[config.mk]
export PLATFORM = sky130hd
export DESIGN_NAME = block_csr_row_reduce
export DESIGN_NICKNAME = d
export VERILOG_FILES = /design/src/sv/bcrr_pkg.sv /design/src/sv/bcrr_fifo.sv /design/src/sv/bcrr_front.sv /design/src/sv/bcrr_back.sv /design/src/sv/block_csr_row_reduce.sv
export SDC_FILE = /design/constraint.sdc
export NUM_CORES = 1
export LEC_CHECK = 0
export ABC_AREA = 1
export CAP_MARGIN = 40
export CELL_PAD_IN_SITES_DETAIL_PLACEMENT = 1
export CELL_PAD_IN_SITES_GLOBAL_PLACEMENT = 2
export CORE_UTILIZATION = 34
export DETAILED_ROUTE_END_ITERATION = 7
export DONT_BUFFER_PORTS = 1
export PLACE_DENSITY_LB_ADDON = 0.25
export SKIP_LAST_GASP = 1
export SLEW_MARGIN = 30
export SYNTH_ARGS = -nofsm -noshare
export SYNTH_HDL_FRONTEND = slang
export SYNTH_SLANG_ARGS = --single-unit
export TNS_END_PERCENT = 5
[constraint.sdc]
create_clock -name clk_i -period 4.3 [get_ports clk_i]
set_clock_uncertainty 0.15 [all_clocks]
set_input_delay 0.43 -clock clk_i [delete_from_list [all_inputs] [get_ports clk_i]]
set_output_delay 0.43 -clock clk_i [all_outputs]
set_load 0.03 [all_outputs]
[src/sv/bcrr_pkg.sv]
// Shared types, codes and saturating Q16.16 helpers for the block-CSR row reducer.
// Depends on nothing; the front end, back end, top level and testbench import it.
`default_nettype none

package bcrr_pkg;

  // Largest block edge supported by default; the top level hands it down as MaxBlock.
  localparam int MAX_BLOCK = 4;

  // Entries in the queue between the front and the back.
  localparam int QUEUE_DEPTH = 2;

  // Configuration register indexes (word offsets on the register port).
  localparam logic [1:0] REG_BLK_ROWS = 2'd0;
  localparam logic [1:0] REG_BLK_COLS = 2'd1;
  localparam logic [1:0] REG_MODE     = 2'd2;

  // Reset values of the registers.
  localparam logic [2:0] BLK_ROWS_RST = 3'd1;
  localparam logic [2:0] BLK_COLS_RST = 3'd1;

  typedef enum logic [1:0] {
    MODE_SUM     = 2'd0,
    MODE_ABS_SUM = 2'd1,
    MODE_MAX_ABS = 2'd2,
    MODE_MAX_ALT = 2'd3
  } mode_e;

  typedef enum logic {
    OP_ELEM   = 1'b0,
    OP_FINISH = 1'b1
  } opcode_e;

  localparam logic signed [31:0] Q_MAX = 32'sh7FFF_FFFF;
  localparam logic signed [31:0] Q_MIN = 32'sh8000_0000;

  // Add two Q16.16 values, clamping to the signed 32-bit range.
  function automatic logic signed [31:0] sat_add(input logic signed [31:0] a,
                                                 input logic signed [31:0] b);
    logic signed [32:0] s;
    s = 33'(a) + 33'(b);
    if (s[32] != s[31]) begin
      sat_add = s[32] ? Q_MIN : Q_MAX;
    end else begin
      sat_add = s[31:0];
    end
  endfunction

  // Absolute value; the most negative value maps to the most positive one.
  function automatic logic signed [31:0] sat_abs(input logic signed [31:0] a);
    if (a == Q_MIN) begin
      sat_abs = Q_MAX;
    end else if (a < 0) begin
      sat_abs = -a;
    end else begin
      sat_abs = a;
    end
  endfunction

endpackage

`default_nettype wire

[src/sv/bcrr_fifo.sv]
// Small register-based first-in first-out queue between the front and the back.
// Depends on nothing beyond its own parameters.
`default_nettype none

module bcrr_fifo #(
  parameter int Width = 8,
  parameter int Depth = 2
) (
  input  logic             clk_i,
  input  logic             rst_ni,
  input  logic             push_i,
  input  logic [Width-1:0] push_data_i,
  output logic             full_o,
  input  logic             pop_i,
  output logic             pop_valid_o,
  output logic [Width-1:0] pop_data_o
);

  localparam int PtrW = (Depth > 1) ? $clog2(Depth) : 1;
  localparam int CntW = $clog2(Depth + 1);

  logic [Width-1:0] mem_q [Depth];
  logic [PtrW-1:0]  wr_ptr_q, wr_ptr_d;
  logic [PtrW-1:0]  rd_ptr_q, rd_ptr_d;
  logic [CntW-1:0]  count_q, count_d;
  logic             do_push, do_pop;

  assign full_o      = (count_q == CntW'(Depth));
  assign pop_valid_o = (count_q != '0);
  assign pop_data_o  = mem_q[rd_ptr_q];

  assign do_push = push_i && !full_o;
  assign do_pop  = pop_i && pop_valid_o;

  always_comb begin
    wr_ptr_d = wr_ptr_q;
    rd_ptr_d = rd_ptr_q;
    count_d  = count_q;
    if (do_push) begin
      wr_ptr_d = (wr_ptr_q == PtrW'(Depth - 1)) ? '0 : wr_ptr_q + 1'b1;
    end
    if (do_pop) begin
      rd_ptr_d = (rd_ptr_q == PtrW'(Depth - 1)) ? '0 : rd_ptr_q + 1'b1;
    end
    if (do_push && !do_pop) begin
      count_d = count_q + 1'b1;
    end else if (do_pop && !do_push) begin
      count_d = count_q - 1'b1;
    end
  end

  always_ff @(posedge clk_i or negedge rst_ni) begin
    if (!rst_ni) begin
      wr_ptr_q <= '0;
      rd_ptr_q <= '0;
      count_q  <= '0;
    end else begin
      wr_ptr_q <= wr_ptr_d;
      rd_ptr_q <= rd_ptr_d;
      count_q  <= count_d;
    end
  end

  always_ff @(posedge clk_i) begin
    if (do_push) begin
      mem_q[wr_ptr_q] <= push_data_i;
    end
  end

endmodule

`default_nettype wire

[src/sv/bcrr_front.sv]
// Front end: accepts input beats, tracks the in-block row position and tags each
// item with its target lane before it enters the queue. Uses bcrr_pkg.
`default_nettype none

module bcrr_front #(
  parameter int MaxBlock = 4,
  parameter int LaneW    = 2
) (
  input  logic                      clk_i,
  input  logic                      rst_ni,
  input  logic [2:0]                blk_rows_i,
  input  logic                      blk_rows_wr_i,
  input  logic                      in_valid_i,
  output logic                      in_stall_o,
  input  logic                      opcode_i,
  input  logic signed [31:0]        value_i,
  input  logic [1:0]                lane_i,
  input  logic                      q_full_i,
  output logic                      q_push_o,
  output logic [LaneW+35:0]         q_data_o
);
  import bcrr_pkg::*;

  localparam int CntW  = LaneW + 1;
  localparam int LaneX = (LaneW > 2) ? LaneW : 2;

  typedef struct packed {
    logic               elem;
    logic               hit;
    logic [LaneW-1:0]   idx;
    logic [1:0]         lane;
    logic signed [31:0] value;
  } item_t;

  item_t            item;
  logic [LaneW-1:0] pos_q, pos_d;
  logic [LaneW-1:0] cur_pos;
  logic [CntW-1:0]  lanes;
  logic [CntW-1:0]  pos_inc;
  logic [LaneX-1:0] lane_ext;
  logic             accept;

  assign in_stall_o = q_full_i;
  assign accept     = in_valid_i && !q_full_i;
  assign q_push_o   = accept;

  // Number of lanes in use, with out-of-range block sizes clamped.
  always_comb begin
    if (blk_rows_i == '0) begin
      lanes = CntW'(1);
    end else if (32'(blk_rows_i) > 32'(MaxBlock)) begin
      lanes = CntW'(MaxBlock);
    end else begin
      lanes = CntW'(blk_rows_i);
    end
  end

  assign cur_pos  = (CntW'(pos_q) >= lanes) ? '0 : pos_q;
  assign pos_inc  = CntW'(cur_pos) + CntW'(1);
  assign lane_ext = LaneX'(lane_i);

  always_comb begin
    item.elem  = (opcode_i == OP_ELEM);
    item.value = value_i;
    item.lane  = lane_i;
    if (opcode_i == OP_ELEM) begin
      item.hit = 1'b1;
      item.idx = cur_pos;
    end else begin
      item.hit = (32'(lane_i) < 32'(MaxBlock));
      item.idx = lane_ext[LaneW-1:0];
    end
  end

  assign q_data_o = item;

  always_comb begin
    pos_d = pos_q;
    if (blk_rows_wr_i) begin
      pos_d = '0;
    end else if (accept) begin
      if (opcode_i == OP_ELEM) begin
        pos_d = (pos_inc >= lanes) ? '0 : pos_inc[LaneW-1:0];
      end else begin
        pos_d = '0;
      end
    end
  end

  always_ff @(posedge clk_i or negedge rst_ni) begin
    if (!rst_ni) begin
      pos_q <= '0;
    end else begin
      pos_q <= pos_d;
    end
  end

endmodule

`default_nettype wire

[src/sv/bcrr_back.sv]
// Back end: merges queued elements into the lane accumulators and answers finish
// items through a registered output beat. Uses bcrr_pkg.
`default_nettype none

module bcrr_back #(
  parameter int MaxBlock = 4,
  parameter int LaneW    = 2
) (
  input  logic               clk_i,
  input  logic               rst_ni,
  input  logic [1:0]         mode_i,
  input  logic               q_valid_i,
  input  logic [LaneW+35:0]  q_data_i,
  output logic               q_pop_o,
  output logic               out_valid_o,
  input  logic               out_stall_i,
  output logic signed [31:0] row_result_o,
  output logic [1:0]         lane_out_o
);
  import bcrr_pkg::*;

  typedef struct packed {
    logic               elem;
    logic               hit;
    logic [LaneW-1:0]   idx;
    logic [1:0]         lane;
    logic signed [31:0] value;
  } item_t;

  item_t              item;
  logic signed [31:0] acc_q [MaxBlock];
  logic signed [31:0] acc_rd;
  logic signed [31:0] acc_new;
  logic signed [31:0] abs_v;
  logic signed [31:0] result;
  logic               use_max;
  logic               pop;
  logic               out_valid_q, out_valid_d;
  logic signed [31:0] row_result_q;
  logic [1:0]         lane_out_q;

  assign item    = q_data_i;
  assign use_max = mode_i[1];

  // Elements never produce a beat, so they drain even while the output waits.
  assign pop     = q_valid_i && (item.elem || !out_valid_q || !out_stall_i);
  assign q_pop_o = pop;

  assign acc_rd = item.hit ? acc_q[item.idx] : '0;
  assign abs_v  = sat_abs(item.value);

  always_comb begin
    if (use_max) begin
      acc_new = (abs_v > acc_rd) ? abs_v : acc_rd;
    end else if (mode_i == MODE_ABS_SUM) begin
      acc_new = sat_add(acc_rd, abs_v);
    end else begin
      acc_new = sat_add(acc_rd, item.value);
    end
  end

  always_comb begin
    if (use_max) begin
      result = (item.value > acc_rd) ? item.value : acc_rd;
    end else begin
      result = sat_add(item.value, acc_rd);
    end
  end

  always_ff @(posedge clk_i or negedge rst_ni) begin
    if (!rst_ni) begin
      for (int i = 0; i < MaxBlock; i++) begin
        acc_q[i] <= '0;
      end
    end else if (pop && item.hit) begin
      acc_q[item.idx] <= item.elem ? acc_new : '0;
    end
  end

  always_comb begin
    out_valid_d = out_valid_q;
    if (pop && !item.elem) begin
      out_valid_d = 1'b1;
    end else if (!out_stall_i) begin
      out_valid_d = 1'b0;
    end
  end

  always_ff @(posedge clk_i or negedge rst_ni) begin
    if (!rst_ni) begin
      out_valid_q <= 1'b0;
    end else begin
      out_valid_q <= out_valid_d;
    end
  end

  always_ff @(posedge clk_i) begin
    if (pop && !item.elem) begin
      row_result_q <= result;
      lane_out_q   <= item.lane;
    end
  end

  assign out_valid_o  = out_valid_q;
  assign row_result_o = row_result_q;
  assign lane_out_o   = lane_out_q;

endmodule

`default_nettype wire

[src/sv/block_csr_row_reduce.sv]
// Top level of the block-CSR row reducer: register port, front end, queue, back end.
// Depends on bcrr_pkg, bcrr_front, bcrr_fifo and bcrr_back.
`default_nettype none

// The block reduces one block row of a block-CSR matrix into per-lane Q16.16
// results. Matrix values arrive as element beats in storage order, the in-block
// row advancing fastest, so the front end assigns each element to lane
// (k mod blk_rows) without any index from the user. Depending on mode the
// element is added (0), added as an absolute value (1) or merged as a maximum
// absolute value (2 or 3) into that lane's accumulator, with saturation at
// every step. A finish beat carries the prior output value for one lane; the
// block returns prior plus accumulator (sum modes) or the larger of the two
// (max mode) on the output channel, clears that lane and restarts the lane
// position at zero. A lane with no storage reads as zero. The back end
// handles every element or finish beat in one pass, so the block sustains
// one beat per clock while the output is not stalled; a beat reaches a
// visible result through the queue and then the output register. The back
// end does a single read-modify-write of one accumulator per cycle. Registers
// (blk_rows at 0x0, blk_cols at 0x4, mode at 0x8) must be written only
// while the block is idle; blk_cols is stored and read back but does not
// change the results, and writing blk_rows restarts the lane position.

module block_csr_row_reduce #(
  parameter int MaxBlock   = bcrr_pkg::MAX_BLOCK,
  parameter int QueueDepth = bcrr_pkg::QUEUE_DEPTH
) (
  input  logic               clk_i,
  input  logic               rst_ni,
  // Register port
  input  logic               psel,
  input  logic               penable,
  input  logic               pwrite,
  input  logic [3:0]         paddr,
  input  logic [31:0]        pwdata,
  output logic [31:0]        prdata,
  output logic               pready,
  // Input channel
  input  logic               in_valid_i,
  output logic               in_stall_o,
  input  logic               opcode_i,
  input  logic signed [31:0] value_i,
  input  logic [1:0]         lane_i,
  // Output channel
  output logic               out_valid_o,
  input  logic               out_stall_i,
  output logic signed [31:0] row_result_o,
  output logic [1:0]         lane_out_o
);
  import bcrr_pkg::*;

  // Lane index width; at least one bit so a single-lane build still has a port.
  localparam int LaneW = (MaxBlock > 1) ? $clog2(MaxBlock) : 1;
  localparam int ItemW = LaneW + 36;

  logic [2:0]       blk_rows_q;
  logic [2:0]       blk_cols_q;
  logic [1:0]       mode_q;
  logic             reg_wr;
  logic [1:0]       reg_idx;
  logic             blk_rows_wr;

  logic             q_push;
  logic             q_full;
  logic             q_pop;
  logic             q_valid;
  logic [ItemW-1:0] q_wdata;
  logic [ItemW-1:0] q_rdata;

  // Register port: pready is always high, a write lands on the access cycle.
  assign pready      = 1'b1;
  assign reg_wr      = psel && penable && pwrite;
  assign reg_idx     = paddr[3:2];
  assign blk_rows_wr = reg_wr && (reg_idx == REG_BLK_ROWS);

  always_ff @(posedge clk_i or negedge rst_ni) begin
    if (!rst_ni) begin
      blk_rows_q <= BLK_ROWS_RST;
      blk_cols_q <= BLK_COLS_RST;
      mode_q     <= MODE_ABS_SUM;
    end else if (reg_wr) begin
      unique case (reg_idx)
        REG_BLK_ROWS: blk_rows_q <= pwdata[2:0];
        REG_BLK_COLS: blk_cols_q <= pwdata[2:0];
        REG_MODE:     mode_q     <= pwdata[1:0];
        default:      ;
      endcase
    end
  end

  always_comb begin
    unique case (reg_idx)
      REG_BLK_ROWS: prdata = 32'(blk_rows_q);
      REG_BLK_COLS: prdata = 32'(blk_cols_q);
      REG_MODE:     prdata = 32'(mode_q);
      default:      prdata = '0;
    endcase
  end

  // The front end tags each beat with its lane and waits only on a full queue.
  bcrr_front #(
    .MaxBlock(MaxBlock),
    .LaneW   (LaneW)
  ) u_front (
    .clk_i        (clk_i),
    .rst_ni       (rst_ni),
    .blk_rows_i   (blk_rows_q),
    .blk_rows_wr_i(blk_rows_wr),
    .in_valid_i   (in_valid_i),
    .in_stall_o   (in_stall_o),
    .opcode_i     (opcode_i),
    .value_i      (value_i),
    .lane_i       (lane_i),
    .q_full_i     (q_full),
    .q_push_o     (q_push),
    .q_data_o     (q_wdata)
  );

  // The queue decouples acceptance from output back-pressure.
  bcrr_fifo #(
    .Width(ItemW),
    .Depth(QueueDepth)
  ) u_queue (
    .clk_i      (clk_i),
    .rst_ni     (rst_ni),
    .push_i     (q_push),
    .push_data_i(q_wdata),
    .full_o     (q_full),
    .pop_i      (q_pop),
    .pop_valid_o(q_valid),
    .pop_data_o (q_rdata)
  );

  // The back end owns the accumulators and the output register.
  bcrr_back #(
    .MaxBlock(MaxBlock),
    .LaneW   (LaneW)
  ) u_back (
    .clk_i       (clk_i),
    .rst_ni      (rst_ni),
    .mode_i      (mode_q),
    .q_valid_i   (q_valid),
    .q_data_i    (q_rdata),
    .q_pop_o     (q_pop),
    .out_valid_o (out_valid_o),
    .out_stall_i (out_stall_i),
    .row_result_o(row_result_o),
    .lane_out_o  (lane_out_o)
  );

endmodule

`default_nettype wire

# --- Word-level counts from Yosys, hierarchy flattened ---
# Memory sizes are Yosys's and may differ from the RTL's.
# Index checks and enable logic that the tools add are counted.
op_classes:
  n_lt_le_gt_ge: 8
  n_bitwise: 2
  div: 0
  n_shift: 0
  mul: 0
  n_reduce_logical: 28
  n_addsub: 8
  n_eq_ne: 8
  n_mux: 36
op_table:
  columns: ["op", "count"]
  rows:
  - ["32-bit two-way mux", 16]
  - ["128-bit bitwise mux", 1]
  - ["32-bit by 32-bit adder with 33-bit output", 2]
  - ["32-bit binary-select mux with 2-bit select", 1]
  - ["32-bit demux with 2-bit select", 1]
  - ["32-bit greater-than comparator", 2]
  - ["32-bit equality test, second input constant", 1]
  - ["32-bit by 1-bit < comparator with 1-bit output, second input constant", 1]
  - ["32-bit negation", 1]
  - ["2-bit two-way mux", 8]
  - ["1-bit logical AND", 11]
  - ["3-bit case mux with 3 select lines", 1]
  - ["1-bit logical NOT", 6]
  - ["1-bit two-way mux", 6]
  - ["3-bit two-way mux", 2]
  - ["2-bit AND reduction", 3]
  - ["2-bit nonzero test", 3]
  - ["2-bit by 1-bit equality test with 1-bit output, second input constant", 2]
  - ["2-bit equality test, second input constant", 2]
  - ["2-bit by 1-bit adder with 3-bit output, second input constant", 1]
  - ["2-bit by 3-bit >= comparator with 1-bit output", 1]
  - ["3-bit >= comparator", 1]
  - ["3-bit >= comparator, second input constant", 1]
  - ["3-bit greater-than comparator, second input constant", 1]
  - ["12 further kinds", 15]
word_totals:
  romBits: 0
  latchBits: 0
  ff_bits: 177
  out_inout_bits: 69
  ramBits: 74
  n_memories: 1
  elab_cells: 105
mem_list:
  columns: ["name", "depth", "word_bits", "read_ports", "rd_ports_with_merged_regs", "write_ports", "line", "text"]
  rows:
  - ["u_queue.mem_q", 2, 37, 1, 0, 1, "bcrr_fifo.sv:22", "logic [Width-1:0] mem_q [Depth];"]

# --- Longest topological paths before layout ---
# Gate-level depths: netlist (run 1).
# An unclocked memory read counts as a cell.
logic_depth:
  depth_word: 13
  mapped_depth: 37

# --- By module ---
# Synthesis (run 1) repeated with hierarchy kept, for this count alone.
hier_totals:
  cells_unflattened: 2972
  area_unflattened_um2: 20774.9
by_module_without_submodules:
  columns: ["mod", "cells_each", "n_inst", "seq_area_each_um2", "area_each_um2"]
  rows:
  - ["bcrr_back", 2570, 1, 4249.1, 16569.6]
  - ["bcrr_fifo", 230, 1, 2382.3, 2982.9]
  - ["block_csr_row_reduce", 91, 1, 203.9, 661.9]
  - ["bcrr_front", 81, 1, 50.0, 560.5]

# --- Worst setup path after synthesis (run 1) ---
# Ideal clock, no wire load.
synth_path:
  path_kind: "register to register"
  startpoint: "register u_queue.rd_ptr_q"
  endpoint: "register u_back.acc_q[111] (netlist bit)"
  stages_incl_launch_ff: 35
  arrival_time_ns: 4.509
  slack_ns: -0.424
  path_buffers: 5
  period_less_slack_ns: 4.724
  setup_ns: 0.066
  path_cell_list: "dfrtp_1 > buf_6 > inv_4 > buf_4 > nand2_1 > nand2_2 > inv_1 > nor2_1 > buf_4 > buf_2 > nand2_1 > nand3_1 > inv_1 > ha_1 > inv_1 > nand2_1 > inv_1 > a21boi_0 > nor2_1 > nor2_1 > nor2_1 > nor2_1 > nand2_1 > nand4_1 > nand3_1 > nand2_1 > inv_1 > ha_1 > clkinv_1 > clkbuf_1 > nand3_1 > nand2_1 > a21oi_1 > nand4_1 > nand2_1"
synth_between:
  elab_chain_len: 13
  elab_cells_between_ends: 34
synth_rtl:
  columns: ["element", "line", "text"]
  rows:
  - ["start: declaration", "bcrr_fifo.sv:24", "logic [PtrW-1:0] rd_ptr_q, rd_ptr_d;"]
  - ["start signal: assignment", "bcrr_fifo.sv:59", "rd_ptr_q <= rd_ptr_d;"]
  - ["memory read 2 x 37 bit (*)", null, null]
  - ["parallel branches: the longest is 12 deep, another holds 32-bit by 32-bit adder with 33-bit output", null, null]
  - ["end signal: indexed assignment", "bcrr_back.sv:76", "acc_q[item.idx] <= item.elem ? acc_new : '0;"]
  - ["end: declaration", "bcrr_back.sv:31", "logic signed [31:0] acc_q [MaxBlock];"]
# Every way passes the cells marked *. The select of a mux whose other input is x is not followed.
# A chain may end at the register's enable or synchronous reset.

# --- Final worst setup path (run 1) ---
layout_path:
  startpoint: "register u_queue.rd_ptr_q"
  endpoint: "register u_back.acc_q[91] (netlist bit)"
# Same word-level chain as after synthesis.

==> reports/results.tsv, run 1 <==
stage	metric	value	unit
grt	vias in the first global route	23757	
timing	Slew @ Worst Pin	0.8687	ns
floorplanning	height of the chip	243.5	µm
timing	Slew Limit Fails	0	
routing	Routed Antenna Nets	0	
cells_and_area	layout cells sized above 1	32.15	%
floorplanning	total die area	59290	µm²
run	Max-Cap Viols	0	
cells_and_area	Nets	3744	
clock_tree	CTS tree	built	
logic_synthesis	Post-synth top cells	nand2_1 (982), inv_1 (292), nand3_1 (249)	
routing	Vias	22182	
critical_path	Worst path depth	35	
critical_path	critical path data required time	4.66	ns
cells_and_area	n_diodes	0	
logic_synthesis	synthesized area per cell	6.936	µm²
critical_path	Crit Path Category	reg -> reg	
critical_path	CP max stage delay	0.43	ns
grt	met3 usage	2.809	%
floorplanning	Core Region	57700	µm²
critical_path	Max FO, Critical Path	5	
timing	Fin. Hold Viols	0	
critical_path	slowest stage cell, crit path	dfrtp_2	
logic_synthesis	Post-synth EDFFs	108	
timing	final worst setup slack	-0.6186	ns
floorplanning	initial core utilization	34.37	%
placed_design	GP Congestion	0.9491	
logic_synthesis	Yosys top cell area share	18.59	%
floorplanning	Core Rows	88	
cells_and_area	area of the multi-input gates	12810	µm²
clock_tree	clk root buf	clkbuf_16	
critical_path	R2R Setup Slk	-0.62	ns
critical_path	Critical Path Sink Type	flop	
critical_path	FF-to-FF path depth	35	
cells_and_area	fin area	29130	µm²
logic_synthesis	Synth Warn #	0	
timing	Final min period	4.919	ns
logic_synthesis	instance count of the mapped netlist	2859	
cells_and_area	Layout area overhead	46.88	%
floorplanning	die width	243.5	µm
logic_synthesis	ys flop type	dfrtp_1	
routing	routed len/inst	21.25	µm
routing	Pre-antenna DRT Iters	7	
critical_path	CP startpoint	u_queue.rd_ptr_q$_DFFE_PN0P_	
clock_tree	number of CTS-inserted buffers	31	
logic_synthesis	most common cell in the synthesized netlist	nand2_1	
timing	FMAX	203.3	MHz
timing	slew margin rel.	42.09	%
grt	total track usage	30.38	%
timing	RSZ-0062 raised after global routing	yes	
placed_design	post-placement cell area	25260	µm²
critical_path	Critical Path End	u_back.acc_q[91]$_DFFE_PN0P_	
placed_design	Placed Cells incl. Taps	4151	
routing	number of vias per cell	5.142	
grt	pin count of the biggest net entering global routing	144	
grt	initial antenna violation count	0	
routing	iteration-0 DRC count of the detailed router	1097	
logic_synthesis	asr flop ratio synth	56.97	%
logic_synthesis	Cell variety after synth	53	
grt	met1 GRT Util	37.46	%
logic_synthesis	largest cells by area after synthesis	nand2_1 (19%), dfrtp_1 (18%), edfxtp_1 (16%)	
clock_tree	worst skew pair latency	0.64	ns
grt	met2 GRT Util	54.11	%
logic_synthesis	Seq/Total Area, Yosys	34.42	%
cells_and_area	Post-Layout Cell Count	4314	
routing	total routed wirelength	91670	µm
critical_path	CP most frequent cell	buf_4	
grt	gr ovfl total	0	
clock_tree	clock sink count	251	
critical_path	R2R Path Start	u_queue.rd_ptr_q$_DFFE_PN0P_	
placed_design	input/output buffers	0	
logic_synthesis	mapped cell area	19830	µm²
placed_design	placed wire-length estimate	69640	µm
hold_path	min-delay worst type	in -> reg	
routing	Post-route DRC	1	
critical_path	worst path bufs/invs	16	
floorplanning	io pins	147	
cells_and_area	register area	6828	µm²
grt	gr busiest metal	met2	
logic_synthesis	Yosys top cell by area	nand2_1	
timing	setup_tns	-76.42	ns
critical_path	CP top delay family	simple AND/OR/NAND/NOR gates	
logic_synthesis	Seq cells post-synth	251	
critical_path	crit path DAT	5.28	ns
clock_tree	Worst-path clk slew	0.06	ns
timing	fin crit share	114.4	%
cells_and_area	number of fill cells	7216	
clock_tree	Clock Tree Buf Depth	3	
status	failing checks	DRC, setup timing	
grt	first-pass GRT wire length	137900	µm
critical_path	startpoint class of the critical path	flop	
critical_path	Reg2Reg Capture Point	u_back.acc_q[91]$_DFFE_PN0P_	
clock_tree	H-tree level count	1	
timing	final setup violation count	160	
status	status	complete, but fails checks	
[sequential cells by signal (all words and copies together), names as in the netlist, 2 cells and up]
register and count:
u_queue.mem_q 74, mode_q 2, u_back.row_result_o 32, u_back.lane_out_o 2, blk_cols_q 3, u_front.pos_q 2
blk_rows_q 3, u_back.acc_q 128, u_queue.count_q 2
[worst min path at each step]
stage / start / end / slack [ns] / depth (start not counted)
6_report: pwrite / blk_rows_q[0]$_DFFE_PN1P_ / 0.04 / 4
3_3_place_gp: rst_ni / u_back.acc_q[60]$_DFFE_PN0P_ / 0.01 / 0
5_1_grt: pwrite / blk_rows_q[0]$_DFFE_PN1P_ / 0.07 / 4
3_5_place_dp: rst_ni / u_back.acc_q[60]$_DFFE_PN0P_ / 0.01 / 0
2_1_floorplan: rst_ni / blk_cols_q[1]$_DFFE_PN0P_ / -0.02 / 0
4_1_cts: pwrite / blk_rows_q[0]$_DFFE_PN1P_ / 0.01 / 4
[metrics by stage]
| step | hold WS, ns | util [%] | setup slack (ns) |
|---|---|---|---|
| floorplan | -0.01559 | - | 0.007233 |
| global placement | 0.01109 | 43.62 | -0.6682 |
| detailed placement | 0.01297 | 43.78 | -0.8043 |
| CTS | 0.009738 | 48.54 | -0.5193 |
| global route | 0.06922 | 50.48 | -0.7417 |
| finish | 0.03846 | 50.48 | -0.6186 |
[metal layers]
metal | wire [µm] | share of wire, %
met1 | 38700 | 42
met2 | 45520 | 50
met3 | 3304 | 3.6
met4 | 4148 | 4.5
met5 | 0 | 0
[tightest hold or removal path: cells and delay by family]
family,cells,cell delay [ns]
compound gates,1,0.08
simple gates,3,0.27
[layout by cell type, fill, tap and decap left out, types with 30 or more instances in the layout]
master / n
nand3_2: 41
dlygate4sd3_1: 45
inv_1: 257
nor2_1: 182
inv_2: 47
o21ai_1: 45
a21oi_1: 94
nand2_1: 919
ha_4: 38
edfxtp_1: 108
ha_1: 95
nand3_1: 212
buf_4: 625
nand4_1: 56
dfrtp_1: 138
conb_1: 30
a22oi_1: 31
o21ai_0: 66
nor2_2: 36
clkbuf_16: 36
nand2_2: 68
[layout make-up]
type	count	area share (%)
multi-input cells	2195	43.98
flip-flops and latches	251	23.44
repair buffers	732	21.67
inverters	314	4.107
well taps	765	3.286
clock buffers	44	3.106
clock inverters	13	0.4038
[logic make-up (layout without fill, tap and decap cells)]
| family | count (synthesis) | count (layout) | share of synthesized area [%] |
|---|---|---|---|
| AO/OA/AOI/OAI | 376 | 376 | 11.29 |
| adder cells (fa/ha/maj) | 141 | 141 | 8.972 |
| other | 2 | 30 | 0.03787 |
| flip-flops | 251 | 251 | 34.42 |
| XOR/XNOR | 28 | 28 | 1.237 |
| AND/OR/NAND/NOR | 1619 | 1619 | 34.36 |
| multiplexers | 1 | 1 | 0.05678 |
| buffers and inverters | 441 | 1103 | 9.628 |
[repair_timing]
action / in CTS / in global routing
buffers inserted: 38 / 12
setup endpoints to repair: 160 / 160
cloned: 7 / 5
hold buffers: 46 / 0
pin swaps: 53 / 82
hold endpoints to repair: 228 / 0
resized for setup: 208 / 225
Power of run 1 is not shown: default switching activity piles up to over one toggle a cycle in this logic, so the estimate is an artifact.
==> inputs of run 2 (changes only) <==
--- a/config.mk
+++ b/config.mk
@@ -12,7 +12,7 @@
 export CORE_UTILIZATION = 34
 export DETAILED_ROUTE_END_ITERATION = 7
 export DONT_BUFFER_PORTS = 1
-export PLACE_DENSITY_LB_ADDON = 0.25
+export PLACE_DENSITY_LB_ADDON = 0.1
 export SKIP_LAST_GASP = 1
 export SLEW_MARGIN = 30
 export SYNTH_ARGS = -nofsm -noshare
==> run 2 against run 1 <==
  * The flow still finishes with violations (DRC, setup timing)
  * Cell count about the same
  * Via count decreased by 0.75%
  * Global-route usage increased by 0.35 points
  * Core utilization decreased by 1.3 points
  * Fmax increased by 1.0%
  * Sequential share of layout area increased by 0.62 points
  * Critical endpoint is now u_back.row_result_o[11]$_DFFE_PP_
==> reports/results.tsv, run 2 (same netlist as run 1, synthesis figures left out) <==
stage	metric	value	unit	change
cells_and_area	n_diodes	0		unchanged
cells_and_area	register area	6828	µm²	unchanged
timing	Slew @ Worst Pin	0.8817	ns	+0.01303 ns
run	Max-Cap Viols	0		unchanged
cells_and_area	Nets	3746		+0.053%
cells_and_area	final core occ	49.19	%	-1.3 points
critical_path	crit path DAT	5.18	ns	-0.10 ns
critical_path	Crit Path Category	reg -> reg		
routing	Routed Antenna Nets	0		unchanged
timing	Fin. Hold Viols	0		unchanged
timing	slew margin rel.	41.22	%	-0.87 points
grt	total track usage	30.72	%	+0.35 points
timing	final setup violation count	160		unchanged
floorplanning	initial core utilization	34.37	%	unchanged
critical_path	CP top delay family	simple AND/OR/NAND/NOR gates		
clock_tree	H-tree level count	1		unchanged
cells_and_area	number of fill cells	7276		+0.83%
critical_path	worst path bufs/invs	11		-5
floorplanning	Core Rows	88		unchanged
timing	Slew Limit Fails	0		unchanged
routing	total routed wirelength	92100	µm	+0.46%
cells_and_area	Biggest register	u_back.acc_q		
routing	Pre-antenna DRT Iters	7		unchanged
cells_and_area	most common cell after layout, fill and taps aside	nand2_1		
timing	setup_tns	-72.44	ns	+3.978 ns
clock_tree	Worst-path clk slew	0.07	ns	about the same
critical_path	critical path data required time	4.61	ns	-0.05 ns
floorplanning	Core Region	57700	µm²	unchanged
critical_path	slowest stage cell, crit path	dfrtp_2		
clock_tree	Clock Tree Buf Depth	3		unchanged
routing	number of vias per cell	5.101		-0.80%
hold_path	min-delay worst type	in -> reg		
floorplanning	io pins	147		unchanged
cells_and_area	Largest register FFs	128		unchanged
routing	Vias	22015		-0.75%
grt	gr ovfl total	0		unchanged
status	failing checks	DRC, setup timing		
clock_tree	number of CTS-inserted buffers	31		unchanged
critical_path	Critical Path Sink Type	flop		
routing	Post-route DRC	1		unchanged
critical_path	startpoint class of the critical path	flop		
grt	vias in the first global route	23522		-0.99%
clock_tree	clock sink count	251		unchanged
cells_and_area	most frequent cells in the layout	nand2_1 (938), buf_4 (650), inv_1 (267)		
routing	iteration-0 DRC count of the detailed router	1071		-2.4%
clock_tree	clk root buf	clkbuf_16		
critical_path	CP most frequent cell	buf_4		
critical_path	Max FO, Critical Path	8		+3
placed_design	input/output buffers	0		unchanged
cells_and_area	area of the multi-input gates	12250	µm²	-4.4%
floorplanning	height of the chip	243.5	µm	unchanged
floorplanning	die width	243.5	µm	unchanged
routing	routed len/inst	21.34	µm	+0.41%
timing	final worst setup slack	-0.5697	ns	+0.04892 ns
clock_tree	worst skew pair latency	0.62	ns	-0.02 ns
timing	RSZ-0062 raised after global routing	yes		
cells_and_area	Layout area overhead	43.12	%	
timing	fin crit share	113.2	%	-1.1 points
status	status	complete, but fails checks		
cells_and_area	layout cells sized above 1	30.02	%	-2.1 points
placed_design	placed wire-length estimate	72010	µm	+3.4%
clock_tree	CTS tree	built		
grt	pin count of the biggest net entering global routing	144		unchanged
grt	initial antenna violation count	1		+1
placed_design	GP Congestion	0.9506		+0.16%
floorplanning	total die area	59290	µm²	unchanged
timing	Final min period	4.870	ns	-0.04892 ns
grt	first-pass GRT wire length	138500	µm	+0.42%
timing	FMAX	205.4	MHz	+1.0%
critical_path	CP max stage delay	0.46	ns	+0.03 ns
-- run 2: cell count changes in the layout (fill, tap and decap cells not counted), sizes merged --
cell,delta
inv,+5
bufinv,+2
clkinvlp,+1
dlygate4sd3,-2
clkinv,-5
clkbuf,-4
bufbuf,-1
buf,+6
-- run 2: layout make-up --
type                       count  share of cell area (%)
clock buffer                  41                   3.046
multi-input combinational   2195                   43.15
inverter                     314                   4.197
clock inverter                16                  0.7010
timing repair buffer         734                   21.47
tap                          765                   3.373
sequential                   251                   24.06
-- run 2: routing by layer --
metal	GRT usage (%)	part of all wire [%]	routed length (µm)
met3	2.148	2.7	2527
met2	54.47	49	45430
met5	0	0	0
met1	38.24	43	39800
met4	13.27	4.7	4343
-- run 2: metrics by stage --
stage	worst slack [ns]	instance area, µm²	std cells	hold slack [ns]
finish	-0.5697	28380	4316	0.05019
floorplan	0.007233	20010	2887	-0.01559
global route	-0.8141	28380	4316	0.09070
global placement	-0.9402	25330	4174	0.01233
CTS	-0.5277	27860	4304	0.03257
detailed placement	-1.008	25420	4178	0.01232
-- run 2: timing repair --
item,4_1_cts,5_1_grt
endpoints found under the hold margin,228,0
cloned,2,4
setup endpoints to repair,160,160
pin swaps,34,42
hold buffers,44,0
setup buffers,23,8
gates resized for setup,193,100
-- run 2: worst paths after layout --
path / startpoint / endpoint / cells after the start / slack [ns]
min reg2reg: u_back.acc_q[52]$_DFFE_PN0P_ / u_back.acc_q[52]$_DFFE_PN0P_ / 2 / 0.33
max reg2reg: u_queue.rd_ptr_q$_DFFE_PN0P_ / u_back.row_result_o[11]$_DFFE_PP_ / 31 / -0.57
max: u_queue.rd_ptr_q$_DFFE_PN0P_ / u_back.row_result_o[11]$_DFFE_PP_ / 31 / -0.57
min: paddr[3] / blk_rows_q[2]$_DFFE_PN0P_ / 5 / 0.05
max in group asynchronous: rst_ni / u_queue.rd_ptr_q$_DFFE_PN0P_ / 2 / 2.91
min in group asynchronous: rst_ni / u_back.acc_q[29]$_DFFE_PN0P_ / 2 / 0.31
-- run 2: tightest hold or removal path, cell delays in order --
cell	delay, ns
nor2_1	0.03
inv_1	0.08
nor2_1	0.08
nand2_1	0.06
o21ai_0	0.07
Power of run 2 is left out for the same reason.
==> inputs of run 3 (changes only) <==
--- a/config.mk
+++ b/config.mk
@@ -6,12 +6,12 @@
 export NUM_CORES = 1
 export LEC_CHECK = 0
 export ABC_AREA = 1
+export BUFFER_PORTS_ARGS = -buffer_cell sky130_fd_sc_hd__clkbuf_2
 export CAP_MARGIN = 40
 export CELL_PAD_IN_SITES_DETAIL_PLACEMENT = 1
 export CELL_PAD_IN_SITES_GLOBAL_PLACEMENT = 2
-export CORE_UTILIZATION = 34
+export CORE_UTILIZATION = 32
 export DETAILED_ROUTE_END_ITERATION = 7
-export DONT_BUFFER_PORTS = 1
 export PLACE_DENSITY_LB_ADDON = 0.1
 export SKIP_LAST_GASP = 1
 export SLEW_MARGIN = 30
==> constraint.sdc (replaced) <==
create_clock -name clk_i -period 4.3 [get_ports clk_i]
set_clock_uncertainty 0.15 [all_clocks]
set_input_delay 0 -clock clk_i [delete_from_list [all_inputs] [get_ports clk_i]]
set_output_delay 0 -clock clk_i [all_outputs]
set_load 0.03 [all_outputs]
==> run 3 against run 2 <==
  * The run ends with setup timing left
  * Die area grew 6.2%
  * Routed wire length shrank 0.15%
  * Cell area rose by 3.1%
  * Sequential cell count unchanged
  * Worst hold slack improved by 0.00051 ns
  * Sequential share of layout area shrank 0.72 points
  * Cell count up 3.3%
  * Register-to-register slack about the same
  * Core utilization down 1.1 points
  * Fmax is 0.30% higher
  * Critical path type unchanged
  * Critical endpoint is now u_back.acc_q[125]$_DFFE_PN0P_
  * Largest cell class unchanged
  * Highest routed layer unchanged
==> reports/results.tsv, run 3 (same netlist as run 1, synthesis figures left out) <==
stage	metric	value	unit	change
status	status	complete, but fails checks		
status	failing checks	setup timing		
critical_path	CP max stage delay	0.44	ns	-0.02 ns
floorplanning	Core Region	60810	µm²	+5.4%
timing	final worst setup slack	-0.5552	ns	+0.01444 ns
routing	Routed Antenna Nets	0		unchanged
placed_design	placed wire-length estimate	72470	µm	+0.64%
routing	iteration-0 DRC count of the detailed router	1031		-3.7%
floorplanning	Core Rows	90		+2.3%
clock_tree	number of CTS-inserted buffers	31		unchanged
cells_and_area	most frequent cells in the layout	nand2_1 (942), buf_4 (635), inv_1 (274)		
clock_tree	clock sink count	251		unchanged
placed_design	Setup WS pre-CTS	-0.9945	ns	+0.01353 ns
floorplanning	io pins	147		unchanged
cells_and_area	most common cell after layout, fill and taps aside	nand2_1		
critical_path	Critical Path Sink Type	flop		
critical_path	worst path bufs/invs	7		-4
routing	Pre-antenna DRT Iters	7		unchanged
clock_tree	worst skew pair latency	0.63	ns	about the same
critical_path	critical path data required time	4.62	ns	about the same
critical_path	slowest stage cell, crit path	dfrtp_2		
clock_tree	clk root buf	clkbuf_16		
cells_and_area	n_diodes	0		unchanged
clock_tree	CTS tree	built		
floorplanning	height of the chip	250.9	µm	+3.1%
grt	pin count of the biggest net entering global routing	127		-12%
routing	number of vias per cell	4.996		-2.1%
cells_and_area	layout cells sized above 1	30.71	%	+0.69 points
timing	Final min period	4.855	ns	-0.01444 ns
clock_tree	Clock Tree Buf Depth	3		unchanged
timing	Fin Hold WS	0.05070	ns	+0.0005104 ns
routing	routed len/inst	20.63	µm	-3.3%
timing	final setup violation count	160		unchanged
clock_tree	H-tree level count	1		unchanged
grt	vias in the first global route	24223		+3.0%
cells_and_area	Layout area overhead	47.54	%	
timing	slew margin rel.	39.00	%	-2.2 points
timing	Slew @ Worst Pin	0.9150	ns	+0.03327 ns
floorplanning	initial core utilization	32.61	%	-1.8 points
timing	Fin. Hold Viols	0		unchanged
critical_path	startpoint class of the critical path	flop		
critical_path	crit path DAT	5.18	ns	about the same
timing	FMAX	206.0	MHz	+0.30%
placed_design	GP Congestion	0.9474		-0.34%
routing	total routed wirelength	91950	µm	-0.15%
critical_path	CP most frequent cell	nand2_1		
cells_and_area	Largest register FFs	128		unchanged
timing	fin crit share	112.9	%	-0.34 points
grt	first-pass GRT wire length	140200	µm	+1.2%
cells_and_area	Biggest register	u_back.acc_q		
cells_and_area	fin area	29260	µm²	+3.1%
hold_path	min-delay worst type	in -> reg		
critical_path	Crit Path Category	reg -> reg		
clock_tree	Worst-path clk slew	0.06	ns	about the same
routing	Post-route DRC	0		-1
routing	Vias	22273		+1.2%
cells_and_area	register area	6828	µm²	unchanged
cells_and_area	Nets	3870		+3.3%
placed_design	post-placement cell area	25770	µm²	+1.4%
run	Max-Cap Viols	0		unchanged
timing	Slew Limit Fails	0		unchanged
grt	gr ovfl total	0		unchanged
floorplanning	die width	250.9	µm	+3.1%
cells_and_area	number of fill cells	7672		+5.4%
critical_path	CP top delay family	simple AND/OR/NAND/NOR gates		
grt	initial antenna violation count	0		-1
grt	total track usage	29.23	%	-1.5 points
floorplanning	total die area	62970	µm²	+6.2%
timing	RSZ-0062 raised after global routing	yes		
critical_path	Max FO, Critical Path	25		+17
cells_and_area	area of the multi-input gates	12230	µm²	-0.16%
placed_design	input/output buffers	85		+85
run 3: cell types whose count changed in the layout (fill, tap and decap cells not counted), sizes merged, moves of 2 or more:
cell and change:
buf -10, bufbuf +2, clkinv +9, clkbuf +77
dlygate4sd3 +49, inv -2
run 3: path summary, 6_finish.rpt:
path | startpoint | end | slack, ns | depth (start not counted)
min | pwdata[2] | blk_cols_q[2]$_DFFE_PN0P_ | 0.05 | 3
max in group asynchronous | rst_ni | u_back.acc_q[94]$_DFFE_PN0P_ | 2.78 | 5
max | u_queue.rd_ptr_q$_DFFE_PN0P_ | u_back.acc_q[125]$_DFFE_PN0P_ | -0.56 | 28
min reg2reg | u_back.acc_q[98]$_DFFE_PN0P_ | u_back.acc_q[98]$_DFFE_PN0P_ | 0.33 | 2
min in group asynchronous | rst_ni | u_back.acc_q[92]$_DFFE_PN0P_ | 0.43 | 4
max reg2reg | u_queue.rd_ptr_q$_DFFE_PN0P_ | u_back.acc_q[125]$_DFFE_PN0P_ | -0.56 | 28
run 3: per-layer routing:
layer	part of all wire [%]	GRT usage (%)
met1	43	35.78
met2	50	52.90
met3	2.9	2.361
met4	4.3	11.53
met5	0	0
run 3: layout make-up:
type	count	share of cell area (%)
Multi-Input combinational cell	2195	41.79
Timing Repair Buffer	857	23.83
Sequential cell	251	23.34
Inverter	314	4.122
Tap cell	782	3.344
Clock buffer	37	2.865
Clock inverter	21	0.7013
Timing Repair inverter	1	0.01283
run 3: timing repair:
item	4_1_cts	5_1_grt
buffers inserted	33	6
hold buffers	92	0
pin swaps	53	13
gates resized for setup	230	58
endpoints found under the setup margin	160	160
hold endpoints to repair	230	0
gates cloned	5	1
run 3: tightest hold or removal path: cells and delay by family:
family                 cells  cell delay (ns)
buffers and inverters      2             0.65
multiplexers               1             0.14
run 3: stage by stage:
step                TNS, ns  instances  util (%)
detailed placement  -136.60       4261     42.38
global placement    -118.30       4258     42.28
finish               -75.52       4458     48.12
global route        -110.45       4458     48.12
floorplan                 0       2887         -
CTS                  -70.63       4449     47.59
Power of run 3 is left out for the same reason.
